===== src/design/sgm_pkg.sv =====
// Shared types, constants and helpers for the sinogram gap-mask block.
// No dependencies; every other design file but sgm_ram imports this package.
package sgm_pkg;

    localparam int PLANE_CAPACITY = 65536;
    localparam int MAX_PLANES     = 4096;

    localparam int ADDR_W   = $clog2(PLANE_CAPACITY);
    localparam int SIZE_W   = $clog2(PLANE_CAPACITY + 1);
    localparam int PLANE_W  = 12;
    localparam int POS_W    = 16;
    localparam int PCNT_W   = 13;
    localparam int DIM_W    = 11;
    localparam int DATA_W   = 32;
    localparam int ENTRY_W  = DATA_W + 2;

    localparam int RQ_DEPTH = 8;
    localparam int RQ_PTR_W = $clog2(RQ_DEPTH);
    localparam int RQ_CNT_W = $clog2(RQ_DEPTH + 1);

    typedef enum logic [1:0] {
        REG_PLANE_COUNT = 2'd0,
        REG_VIEW_COUNT  = 2'd1,
        REG_PROJ_COUNT  = 2'd2,
        REG_GAP_FILL    = 2'd3
    } reg_idx_t;

    typedef struct packed {
        logic [PCNT_W-1:0]        plane_count;
        logic [DIM_W-1:0]         view_count;
        logic [DIM_W-1:0]         proj_count;
        logic signed [DATA_W-1:0] gap_fill;
    } cfg_t;

    typedef struct packed {
        logic [ADDR_W-1:0]  pos;
        logic [PLANE_W-1:0] plane;
        logic               is_last;
    } seq_t;

    typedef struct packed {
        logic signed [DATA_W-1:0] value;
        logic                     cur_mz;
        logic [ADDR_W-1:0]        pos;
        logic [PLANE_W-1:0]       plane;
        logic                     is_last;
    } s1_item_t;

    typedef struct packed {
        logic signed [DATA_W-1:0] value;
        logic [PLANE_W-1:0]       plane;
        logic [POS_W-1:0]         pos;
        logic                     last;
    } result_t;

    // Replace a positive element by the fill value when it and both neighbours are gaps.
    function automatic logic [DATA_W-1:0] gap_decide(
        input logic [DATA_W-1:0] value,
        input logic              own_mz,
        input logic              down_mz,
        input logic              up_mz,
        input logic [DATA_W-1:0] fill
    );
        logic positive;
        positive = (value != '0) && !value[DATA_W-1];
        if (positive && own_mz && down_mz && up_mz) begin
            return fill;
        end
        return value;
    endfunction

endpackage


===== src/design/sgm_result_fifo.sv =====
// Result queue: takes up to two results a cycle, hands one out per handshake.
// Depends on sgm_pkg.
module sgm_result_fifo (
    input  logic                          aclk,
    input  logic                          aresetn,
    input  logic                          push_a,
    input  sgm_pkg::result_t              data_a,
    input  logic                          push_b,
    input  sgm_pkg::result_t              data_b,
    input  logic                          pop,
    output logic                          not_empty,
    output sgm_pkg::result_t              head,
    output logic [sgm_pkg::RQ_CNT_W-1:0]  count
);
    import sgm_pkg::*;

    result_t             slot_reg [RQ_DEPTH];
    logic [RQ_PTR_W-1:0] wr_ptr_reg, wr_ptr_next;
    logic [RQ_PTR_W-1:0] rd_ptr_reg, rd_ptr_next;
    logic [RQ_CNT_W-1:0] cnt_reg,    cnt_next;
    logic [RQ_CNT_W-1:0] n_push;
    logic                do_pop;

    assign not_empty = (cnt_reg != '0);
    assign head      = slot_reg[rd_ptr_reg];
    assign count     = cnt_reg;
    assign do_pop    = pop && not_empty;

    always_comb begin
        n_push      = RQ_CNT_W'(push_a) + RQ_CNT_W'(push_b);
        wr_ptr_next = wr_ptr_reg + RQ_PTR_W'(n_push);
        rd_ptr_next = rd_ptr_reg + RQ_PTR_W'(do_pop);
        cnt_next    = cnt_reg + n_push - RQ_CNT_W'(do_pop);
    end

    always_ff @(posedge aclk) begin
        if (!aresetn) begin
            wr_ptr_reg <= '0;
            rd_ptr_reg <= '0;
            cnt_reg    <= '0;
        end else begin
            wr_ptr_reg <= wr_ptr_next;
            rd_ptr_reg <= rd_ptr_next;
            cnt_reg    <= cnt_next;
        end
    end

    // Second result of a pair lands in the slot after the first.
    always_ff @(posedge aclk) begin
        if (push_a) begin
            slot_reg[wr_ptr_reg] <= data_a;
        end
        if (push_b) begin
            slot_reg[wr_ptr_reg + RQ_PTR_W'(1)] <= data_b;
        end
    end

endmodule


===== config.mk =====
export PLATFORM = sky130hd
export DESIGN_NAME = sgm_result_fifo
export DESIGN_NICKNAME = d
export VERILOG_FILES = /design/src/design/sgm_pkg.sv /design/src/design/sgm_result_fifo.sv
export SDC_FILE = /design/constraint.sdc
export NUM_CORES = 1
export LEC_CHECK = 0
export BUFFER_PORTS_ARGS = -buffer_cell sky130_fd_sc_hd__buf_2
export CORE_AREA = 2 2 302 304
export CTS_CLUSTER_SIZE = 30
export DETAILED_ROUTE_END_ITERATION = 8
export DIE_AREA = 0 0 304 306
export PLACE_DENSITY = 0.54
export REMOVE_ABC_BUFFERS = 1
export SYNTH_ARGS = -nofsm -noshare
export SYNTH_HDL_FRONTEND = slang
export SYNTH_SLANG_ARGS = --single-unit

===== constraint.sdc =====
create_clock -name aclk -period 12.1 [get_ports aclk]
set_input_delay 0.605 -clock aclk [delete_from_list [all_inputs] [get_ports aclk]]
set_output_delay 0.605 -clock aclk [all_outputs]
set_load 0.02 [all_outputs]

==> results of run 1 <==
through the flow:
stage	util, %	total power, mW	hold slack (ns)	worst slack, ns
floorplan	-	3.096	0.6594	5.438
CTS	32.34	5.289	0.3253	7.449
global route	32.35	5.435	0.3604	7.321
detailed placement	30.28	3.540	0.6062	8.125
finish	32.35	5.196	0.3717	7.670
global placement	30.28	3.519	0.6250	8.142
power breakdown:
| group | leakage (nW) | internal [mW] | switching [mW] |
|---|---|---|---|
| Combinational | 3.86 | 0.551 | 0.713 |
| Clock | 0.891 | 1.00 | 0.723 |
| Sequential | 4.56 | 2.13 | 0.0735 |
metal layers:
layer  wire, um  share of wire (%)  global-route usage, %  vias up
met3       3005                4.2                  2.717      123
met1      32010                 44                  20.40     7175
met4       1721                2.4                  4.026       16
met5         99               0.14                      0        -
li1           -                  -                      -     5846
met2      35420                 49                  26.00      309
synth_stat cells, types with 2 or more instances:
cell and count:
or2_2 2, nand2_1 7, xnor2_1 2, dfxtp_1 10, inv_1 7, nor2_2 4, buf_2 32, xor2_1 2
and2_1 7, clkbuf_1 18, nor3_4 2, mux4_2 122, clkbuf_8 12, nand2b_1 5, mux2_2 544, o21ai_0 2
mux2i_1 2, o22ai_1 3, ha_1 9, buf_1 5, fa_1 2, edfxtp_1 488, buf_6 18, mux2_1 5
cell type report:
class | count | area [um^2] | share of cell area, %
sequential | 498 | 14870 | 51.29
tap | 1176 | 1471 | 5.077
multi-input combinational | 735 | 9600 | 33.12
clock inverter | 32 | 294.0 | 1.014
timing repair buffer | 220 | 1171 | 4.041
clock buffer | 78 | 1548 | 5.340
inverter | 7 | 26.28 | 0.09065
antenna | 3 | 7.507 | 0.02590
cell families (layout without fill, tap and decap cells):
family | Yosys count | count (layout)
other | 0 | 3
muxes | 673 | 673
and+or+nand+nor | 36 | 36
DFF | 498 | 498
xor gates and xnor gates | 6 | 6
AOI/OAI and AO/OA | 9 | 9
buffers and inverters | 93 | 337
adders and majority gates | 11 | 11
worst max-delay path, cell delays in order (launching register included):
cell     delay [ns]
dfxtp_4        0.59
buf_4          0.67
buf_4          0.79
mux4_2         0.59
mux2_2         0.32
buf_2          0.17
cell usage in the layout, fill, tap and decap left out, types with 4 or more instances in the layout:
| cell type | instances |
|---|---|
| clkinv_2 | 9 |
| nand2_1 | 6 |
| clkbuf_16 | 59 |
| mux2_2 | 544 |
| mux2_1 | 5 |
| buf_4 | 28 |
| clkinv_1 | 11 |
| nor2_4 | 4 |
| nand2b_1 | 5 |
| dfxtp_1 | 7 |
| buf_2 | 192 |
| ha_1 | 9 |
| bufinv_16 | 5 |
| edfxtp_1 | 488 |
| inv_1 | 7 |
| clkbuf_1 | 19 |
| mux4_2 | 122 |
| and2_1 | 7 |
path summary, 6_finish.rpt:
kind                          endpoint                startpoint  cells after the start
max                           head[28]  rd_ptr_reg[1]$_SDFF_PN0_                      5
min          slot_reg[0][53]$_DFFE_PP_                data_b[53]                      2
max reg2reg  slot_reg[5][46]$_DFFE_PP_  wr_ptr_reg[0]$_SDFF_PN0_                      6
min reg2reg        count[0]$_SDFF_PN0_       count[0]$_SDFF_PN0_                      2
==> flow_metrics.py, run 1 <==
metrics = {
    "status": {
        "status": "complete, no violations",
    },
    "sta": {
        "setup_violations": 0,
        "finalCritPeriodShare_pct": 36.61,
        "period_needed_ns": 4.430,
        "fmax_mhz": 225.7,
        "rsz0062_at_grt": "no",
        "drv_slew": 0,
        "finalHoldViolCount": 0,
        "worst_pin_slew_ns": 1.145,
        "setup_tns_ns": 0,
        "slew_headroom_pct": 23.37,
        "finClkSkew_ns": 0.01499,
    },
    "power": {
        "vdd_drop_max_v": 0.0001094,
        "p_leak_nw": 9.316,
        "power_density_nw_per_um2": 179.3,
    },
    "layout": {
        "design_area_um2": 28980,
        "largest_register_ffs": 488,
        "area_growth_pct": 16.03,
        "layout-drive-gt1-share_pct": 63.06,
        "nets": 1659,
        "fillers": 8652,
        "instances_no_fill": 2749,
    },
    "global_routing": {
        "grt_overflow": 0,
        "grt_pass1_vias": 14578,
        "antenna_found_initial": 17,
        "grt_usage_pct": 15.39,
        "grt_pass1_wl_um": 104600,
        "grt_max_degree": 59,
    },
    "clock_network": {
        "path_clk_slew_ns": 0.06,
        "clockBufferDepth": 3,
        "holdBufCountCts": 0,
        "post_cts_resized": 0,
        "clock_sinks": 498,
        "cts-root-buf": "clkbuf_16",
        "cts_buffers": 59,
        "clkLatencyLatePin_ns": 0.62,
        "post_cts_buffers": 0,
        "cts_htree_levels": 2,
        "cts_tree": "yes",
    },
    "yosys": {
        "async_reset_ff_share_pct": 0,
        "yosysUniqueCellTypes": 40,
        "postSynthAreaPerCell_um2": 18.84,
        "synthesis.area_um2": 24980,
        "synth_compound_area_share_pct": 0.2304,
        "synth_warnings": 0,
        "synth_edf_count": 488,
        "synthMuxAreaShare_pct": 35.83,
        "synthXorXnorAreaFrac_pct": 0.3156,
        "synth_top_family_by_area": "multiplexers",
        "syn_inst": 1326,
        "yosys.area.top_type": "edfxtp_1",
        "synth_top_cell_area_share_pct": 58.67,
        "synth_top_flop_cell": "edfxtp_1",
        "synthSimpleGateAreaFrac_pct": 0.9517,
        "synth_seq_area_share_pct": 59.47,
        "ys_seq_elements": 498,
        "synth_area_leaders": "edfxtp_1 (59%), mux2_2 (25%), mux4_2 (11%)",
        "synth_fa_ha_area_share_pct": 0.6111,
    },
    "worst_setup_path": {
        "r2r_slack_ns": 8.18,
        "cp-start-kind": "flip-flop",
        "cp-end-kind": "primary output",
        "critical_path_class": "reg2out",
        "worstPathRequired_ns": 11.49,
        "arrival_ns": 3.83,
        "worstPathMaxFanout": 37,
    },
    "drt": {
        "post_drt_wl_per_cell_um": 26.29,
        "dr_total_vias": 13469,
        "drc": 0,
        "dr.pass1.iters": 5,
        "drt-total-wl_um": 72260,
        "antenna_left": 0,
        "drtIter0Drc": 977,
        "viasPerCell": 4.900,
    },
    "floorplan": {
        "rows": 110,
        "start_util_pct": 27.88,
        "die_w_um": 304,
        "io_pins": 193,
        "floorplan.die_area_um2": 93020,
        "coreArea_um2": 89600,
        "die_y_um": 306,
    },
    "placed_design": {
        "dpl.hpwl_um": 39280,
        "portBuffers": 192,
        "placed_area_um2": 27130,
        "place_inst": 2636,
        "gp_congestion": 0.6850,
    },
    "run": {
        "drv_cap": 0,
    },
    "min_path": {
        "hp-class": "in2reg",
    },
}
Power figures use the tool's default switching activity.
==> run 2, diff against run 1 <==
--- a/config.mk
+++ b/config.mk
@@ -10,7 +10,7 @@
 export CTS_CLUSTER_SIZE = 30
 export DETAILED_ROUTE_END_ITERATION = 8
 export DIE_AREA = 0 0 304 306
-export PLACE_DENSITY = 0.54
+export PLACE_DENSITY = 0.56
 export REMOVE_ABC_BUFFERS = 1
 export SYNTH_ARGS = -nofsm -noshare
 export SYNTH_HDL_FRONTEND = slang
==> constraint.sdc (replaced) <==
create_clock -name aclk -period 4 [get_ports aclk]
set_input_delay 0.2 -clock aclk [delete_from_list [all_inputs] [get_ports aclk]]
set_output_delay 0.2 -clock aclk [all_outputs]
set_load 0.02 [all_outputs]
==> flow_metrics.py, run 2 (synthesized netlist as in run 1, its figures left out) <==
metrics = {
    "clock_network": {
        "cts_buffers": 58,
        "path_clk_slew_ns": 0.06,
        "cts_tree": "yes",
        "clockBufferDepth": 3,
        "clock_sinks": 498,
        "clkLatencyLatePin_ns": 0.60,
        "cts-root-buf": "clkbuf_16",
        "cts_htree_levels": 2,
        "post_cts_buffers": 0,
    },
    "global_routing": {
        "antenna_found_initial": 6,
        "grt_overflow": 0,
        "grt_pass1_wl_um": 102100,
        "grt_max_degree": 62,
        "grt_usage_pct": 14.68,
        "grt_pass1_vias": 15505,
    },
    "worst_setup_path": {
        "cp_cell_sequence": "ha_1 -> xor2_2 -> nor3_4 -> buf_4 -> buf_6 -> mux2_1 -> dlygate4sd3_1",
        "worstPathRequired_ns": 4.35,
        "cp-start-kind": "flip-flop",
        "worstPathMaxFanout": 33,
        "critPathSlowestCell": "dfxtp_1",
        "cpPeakStageDelay_ns": 0.57,
        "cp-end-kind": "flip-flop",
        "critical_path_class": "reg2reg",
        "ff2ff_path_depth": 7,
        "arrival_ns": 4.09,
    },
    "layout": {
        "multi_input_area_um2": 9600,
        "fillers": 8500,
        "seqCellArea_um2": 14870,
        "final_cell_mix": "mux2_2 (544), edfxtp_1 (488), buf_2 (192)",
        "layout_commonest_cell": "mux2_2",
        "area_growth_pct": 23.98,
        "largest_register_ffs": 488,
        "final_core_utilization_pct": 34.56,
        "nets": 1844,
        "layout-drive-gt1-share_pct": 56.86,
    },
    "floorplan": {
        "io_pins": 193,
        "start_util_pct": 27.88,
        "floorplan.die_area_um2": 93020,
        "die_y_um": 306,
        "rows": 110,
        "coreArea_um2": 89600,
        "die_w_um": 304,
    },
    "min_path": {
        "hp-class": "in2reg",
        "hold_depth": 2,
    },
    "power": {
        "finalPower_mw": 15.78,
        "p_leak_nw": 10.13,
        "vdd_drop_max_v": 0.0003315,
        "power_density_nw_per_um2": 509.7,
    },
    "sta": {
        "hold_ws_ns": 0.04551,
        "finClkSkew_ns": 0.01096,
        "rsz0062_at_grt": "no",
        "period_needed_ns": 3.740,
        "drv_slew": 0,
        "setup_violations": 0,
        "finalHoldViolCount": 0,
        "fmax_mhz": 267.4,
        "finalCritPeriodShare_pct": 93.51,
        "slew_headroom_pct": 23.53,
        "worst_pin_slew_ns": 1.143,
        "fin_ws_ns": 0.2597,
    },
    "drt": {
        "dr.pass1.iters": 7,
        "dr_total_vias": 13935,
        "drtIter0Drc": 891,
        "post_drt_wl_per_cell_um": 23.48,
        "antenna_left": 0,
        "drt-total-wl_um": 68710,
        "drc": 0,
        "viasPerCell": 4.761,
    },
    "placed_design": {
        "gp_congestion": 0.6819,
        "dpl.hpwl_um": 38440,
        "portBuffers": 192,
        "post-place-ws_ns": 0.5850,
    },
    "run": {
        "drv_cap": 0,
    },
    "status": {
        "status": "complete, no violations",
    },
}
run 2: cell count changes in the layout (fill, tap and decap cells not counted):
cell | previous run | this run
buf_12 | 0 | 17
buf_4 | 28 | 20
buf_6 | 0 | 1
bufinv_16 | 5 | 4
clkbuf_1 | 19 | 16
clkinv_1 | 11 | 13
clkinv_2 | 9 | 8
clkinv_4 | 1 | 0
clkinvlp_4 | 3 | 2
diode_2 | 3 | 1
dlygate4sd3_1 | 0 | 176
inv_6 | 3 | 2
run 2: power by group:
| part | total (mW) | internal [mW] | switching, mW |
|---|---|---|---|
| clock | 5.06 | 2.94 | 2.12 |
| sequential | 6.71 | 6.45 | 0.265 |
| combinational | 4.01 | 1.89 | 2.12 |
| total | 15.8 | 11.3 | 4.51 |
run 2: timing repair:
| item | CTS | global route |
|---|---|---|
| endpoints found under the hold margin | 465 | 0 |
| gates resized for setup | 0 | 1 |
| hold buffers | 176 | 0 |
| setup endpoints to repair | 0 | 5 |
run 2: layer usage:
| layer | wire, um | global-route usage [%] |
|---|---|---|
| met1 | 30910 | 19.60 |
| met2 | 33810 | 25.02 |
| met3 | 2643 | 2.191 |
| met4 | 1296 | 3.679 |
| met5 | 57 | 0 |
run 2: metrics by stage:
| step | TNS (ns) | cells | cell area, um^2 |
|---|---|---|---|
| after floorplan | -610.59 | 1240 | 24360 |
| after global placement | 0 | 2645 | 27400 |
| after detailed placement | 0 | 2645 | 27400 |
| after CTS | 0 | 2925 | 30940 |
| after global routing | 0 | 2927 | 30970 |
| final | 0 | 2927 | 30970 |
run 2: final timing paths:
check	startpoint	to	slack [ns]
max	wr_ptr_reg[0]$_SDFF_PN0_	slot_reg[0][58]$_DFFE_PP_	0.26
min reg2reg	count[0]$_SDFF_PN0_	count[0]$_SDFF_PN0_	0.63
min	data_a[29]	slot_reg[0][29]$_DFFE_PP_	0.05
max reg2reg	wr_ptr_reg[0]$_SDFF_PN0_	slot_reg[0][58]$_DFFE_PP_	0.26
run 2: area by class of cell:
type,count,share of cell area [%]
Inverter,7,0.08484
Antenna cell,1,0.008080
Tap cell,1176,4.751
Sequential cell,498,48.00
Clock inverter,29,0.7798
Clock buffer,75,4.961
Multi-Input combinational cell,735,31.00
Timing Repair Buffer,406,10.41
run 2: worst max-delay path: cells and delay by family, from the launching register on:
family / cells / cell delay, ns
xor gates and xnor gates: 1 / 0.29
DFF: 1 / 0.57
muxes: 1 / 0.37
buffers and inverters: 3 / 1.58
adders and majority gates: 1 / 0.39
and+or+nand+nor: 1 / 0.25
==> run 3, diff against run 2 <==
--- a/config.mk
+++ b/config.mk
@@ -5,12 +5,13 @@
 export SDC_FILE = /design/constraint.sdc
 export NUM_CORES = 1
 export LEC_CHECK = 0
+export ABC_AREA = 1
 export BUFFER_PORTS_ARGS = -buffer_cell sky130_fd_sc_hd__buf_2
-export CORE_AREA = 2 2 302 304
+export CORE_AREA = 2 2 331 333
 export CTS_CLUSTER_SIZE = 30
 export DETAILED_ROUTE_END_ITERATION = 8
-export DIE_AREA = 0 0 304 306
-export PLACE_DENSITY = 0.56
+export DIE_AREA = 0 0 333 335
+export PLACE_DENSITY = 0.55
 export REMOVE_ABC_BUFFERS = 1
 export SYNTH_ARGS = -nofsm -noshare
 export SYNTH_HDL_FRONTEND = slang
==> flow_metrics.py, run 3 <==
metrics = {
    "status": {
        "status": "complete, no violations",
    },
    "clock_network": {
        "clkLatencyLatePin_ns": 0.65,
        "holdBufCountCts": 142,
        "post_cts_resized": 0,
        "cts_htree_levels": 2,
        "cts-root-buf": "clkbuf_16",
        "post_cts_buffers": 0,
        "clock_sinks": 498,
        "cts_buffers": 56,
        "cts_tree": "yes",
        "clockBufferDepth": 3,
        "path_clk_slew_ns": 0.06,
    },
    "yosys": {
        "synth_edf_count": 488,
        "syn_inst": 4007,
        "async_reset_ff_share_pct": 0,
        "synth_top_cell_area_share_pct": 48.83,
        "postSynthAreaPerCell_um2": 7.489,
        "synth_seq_area_share_pct": 49.50,
        "ys_top_cells_by_count": "nand2_1 (1790), inv_1 (508), edfxtp_1 (488), nand4_1 (488), nand3_1 (250)",
        "synth_warnings": 0,
        "yosys.area.top_type": "edfxtp_1",
        "synth_area_leaders": "edfxtp_1 (49%), nand2_1 (22%), nand4_1 (10%)",
        "ys_seq_elements": 498,
        "synthesis.area_um2": 30010,
        "yosysMostFrequentCell": "nand2_1",
        "synth_top_flop_cell": "edfxtp_1",
        "yosysUniqueCellTypes": 23,
    },
    "sta": {
        "slew_headroom_pct": 23.45,
        "finalHoldViolCount": 0,
        "rsz0062_at_grt": "no",
        "worst_pin_slew_ns": 1.148,
        "fmax_mhz": 307.8,
        "setup_tns_ns": 0,
        "finClkSkew_ns": 0.01771,
        "finalCritPeriodShare_pct": 81.22,
        "period_needed_ns": 3.249,
        "setup_violations": 0,
        "drv_slew": 0,
    },
    "run": {
        "drv_cap": 0,
    },
    "floorplan": {
        "start_util_pct": 27.76,
        "rows": 121,
        "die_w_um": 333,
        "floorplan.die_area_um2": 111600,
        "io_pins": 193,
        "die_y_um": 335,
        "coreArea_um2": 108100,
    },
    "worst_setup_path": {
        "ff2ff_path_depth": 7,
        "cp_cell_sequence": "ha_4 -> inv_8 -> nand3_4 -> buf_4 -> nand2_1 -> nand2_1 -> dlygate4sd3_1",
        "worstPathMaxFanout": 61,
        "r2r_slack_ns": 0.75,
        "critPathTopFamily": "buffers and inverters",
        "critical_path_class": "reg2reg",
        "cpPeakStageDelay_ns": 0.87,
        "r2r-end": "slot_reg[5][46]$_DFFE_PP_",
        "worstPathRequired_ns": 4.49,
        "cp_common_cell": "nand2_1",
        "arrival_ns": 3.74,
        "cp-start-kind": "flip-flop",
        "worst-path-stages": 7,
        "r2r-start": "wr_ptr_reg[0]$_SDFF_PN0_",
        "crit_buf_inv": 3,
        "cp-end-kind": "flip-flop",
        "critPathSlowestCell": "buf_4",
    },
    "placed_design": {
        "gp_congestion": 0.7366,
        "place_inst": 5240,
        "placed_area_um2": 31650,
        "dpl.hpwl_um": 55070,
        "portBuffers": 192,
    },
    "min_path": {
        "min_to": "slot_reg[4][20]$_DFFE_PP_",
        "hold_path.startpoint": "data_b[20]",
        "hold_depth": 3,
        "hp-class": "in2reg",
    },
    "drt": {
        "viasPerCell": 4.921,
        "drtIter0Drc": 2439,
        "antenna_left": 0,
        "dr.pass1.iters": 5,
        "post_drt_wl_per_cell_um": 19.42,
        "dr_total_vias": 27035,
        "drt-total-wl_um": 106700,
        "drc": 0,
    },
    "power": {
        "vdd_drop_max_v": 0.0004072,
        "power_density_nw_per_um2": 522.9,
        "p_leak_nw": 16.62,
    },
    "layout": {
        "layout-drive-gt1-share_pct": 8.593,
        "final_cell_mix": "nand2_1 (1790), inv_1 (508), nand4_1 (488), edfxtp_1 (488), nand3_1 (248)",
        "largest_register_ffs": 488,
        "design_area_um2": 34860,
        "nets": 4164,
        "area_growth_pct": 16.17,
        "instances_no_fill": 5494,
        "layout_commonest_cell": "nand2_1",
    },
    "global_routing": {
        "grt_overflow": 0,
        "grt_max_degree": 161,
        "grt_usage_pct": 18.69,
        "grt_pass1_vias": 25485,
        "antenna_found_initial": 12,
        "grt_pass1_wl_um": 161200,
    },
}
-- run 3: power breakdown --
part	internal, mW	total, mW	switching (mW)
registers	6.49	6.70	0.205
clock network	2.89	5.17	2.28
logic	1.59	6.36	4.77
total	11.0	18.2	7.26
-- run 3: layout make-up --
type / instances / area (um^2)
clock inverter: 39 / 336.6
fill: 11389 / 73230
multi-input combinational: 2569 / 11570
inverter: 513 / 1954
clock buffer: 66 / 1439
timing repair buffer: 388 / 2913
antenna: 7 / 17.52
tap: 1414 / 1769
sequential: 498 / 14870
-- run 3: worst max-delay path by stage --
stage                              from                        end  slack, ns
6_report       wr_ptr_reg[0]$_SDFF_PN0_  slot_reg[5][46]$_DFFE_PP_       0.75
5_1_grt        wr_ptr_reg[0]$_SDFF_PN0_  slot_reg[5][46]$_DFFE_PP_       0.54
4_1_cts        wr_ptr_reg[0]$_SDFF_PN0_  slot_reg[1][40]$_DFFE_PP_       0.80
3_5_place_dp   wr_ptr_reg[0]$_SDFF_PN0_  slot_reg[5][59]$_DFFE_PP_       1.01
3_3_place_gp   wr_ptr_reg[0]$_SDFF_PN0_  slot_reg[5][20]$_DFFE_PP_       1.02
2_1_floorplan  wr_ptr_reg[0]$_SDFF_PN0_   slot_reg[0][0]$_DFFE_PP_     -11.96
-- run 3: kinds of logic after synthesis --
family	synth area share [%]
compound gates	0.1834
xor+xnor	0.08757
fa+ha+maj	0.5087
buf+inv	12.64
flops	49.50
simple gates	37.08
-- run 3: per-stage QoR --
step / util [%] / total power, mW / hold WS [ns] / worst slack, ns
global route: 32.25 / 19.19 / 0.02069 / 0.5366
finish: 32.25 / 18.23 / 0.02647 / 0.7512
CTS: 32.23 / 18.36 / 0.0005059 / 0.7991
floorplan: - / 10.67 / 0.2935 / -11.96
global placement: 29.28 / 12.99 / 0.5389 / 1.019
detailed placement: 29.28 / 13.05 / 0.5469 / 1.012
-- run 3: per-layer routing --
metal,GRT usage [%],routed length [um]
met4,5.853,2776
met2,32.11,51690
met3,2.244,6777
met1,24.45,45420
met5,0,37
-- run 3: tightest hold or removal path, delay by kind of cell --
family                 cells  cell delay [ns]
AND/OR/NAND/NOR            2             0.17
buffers and inverters      1             0.18
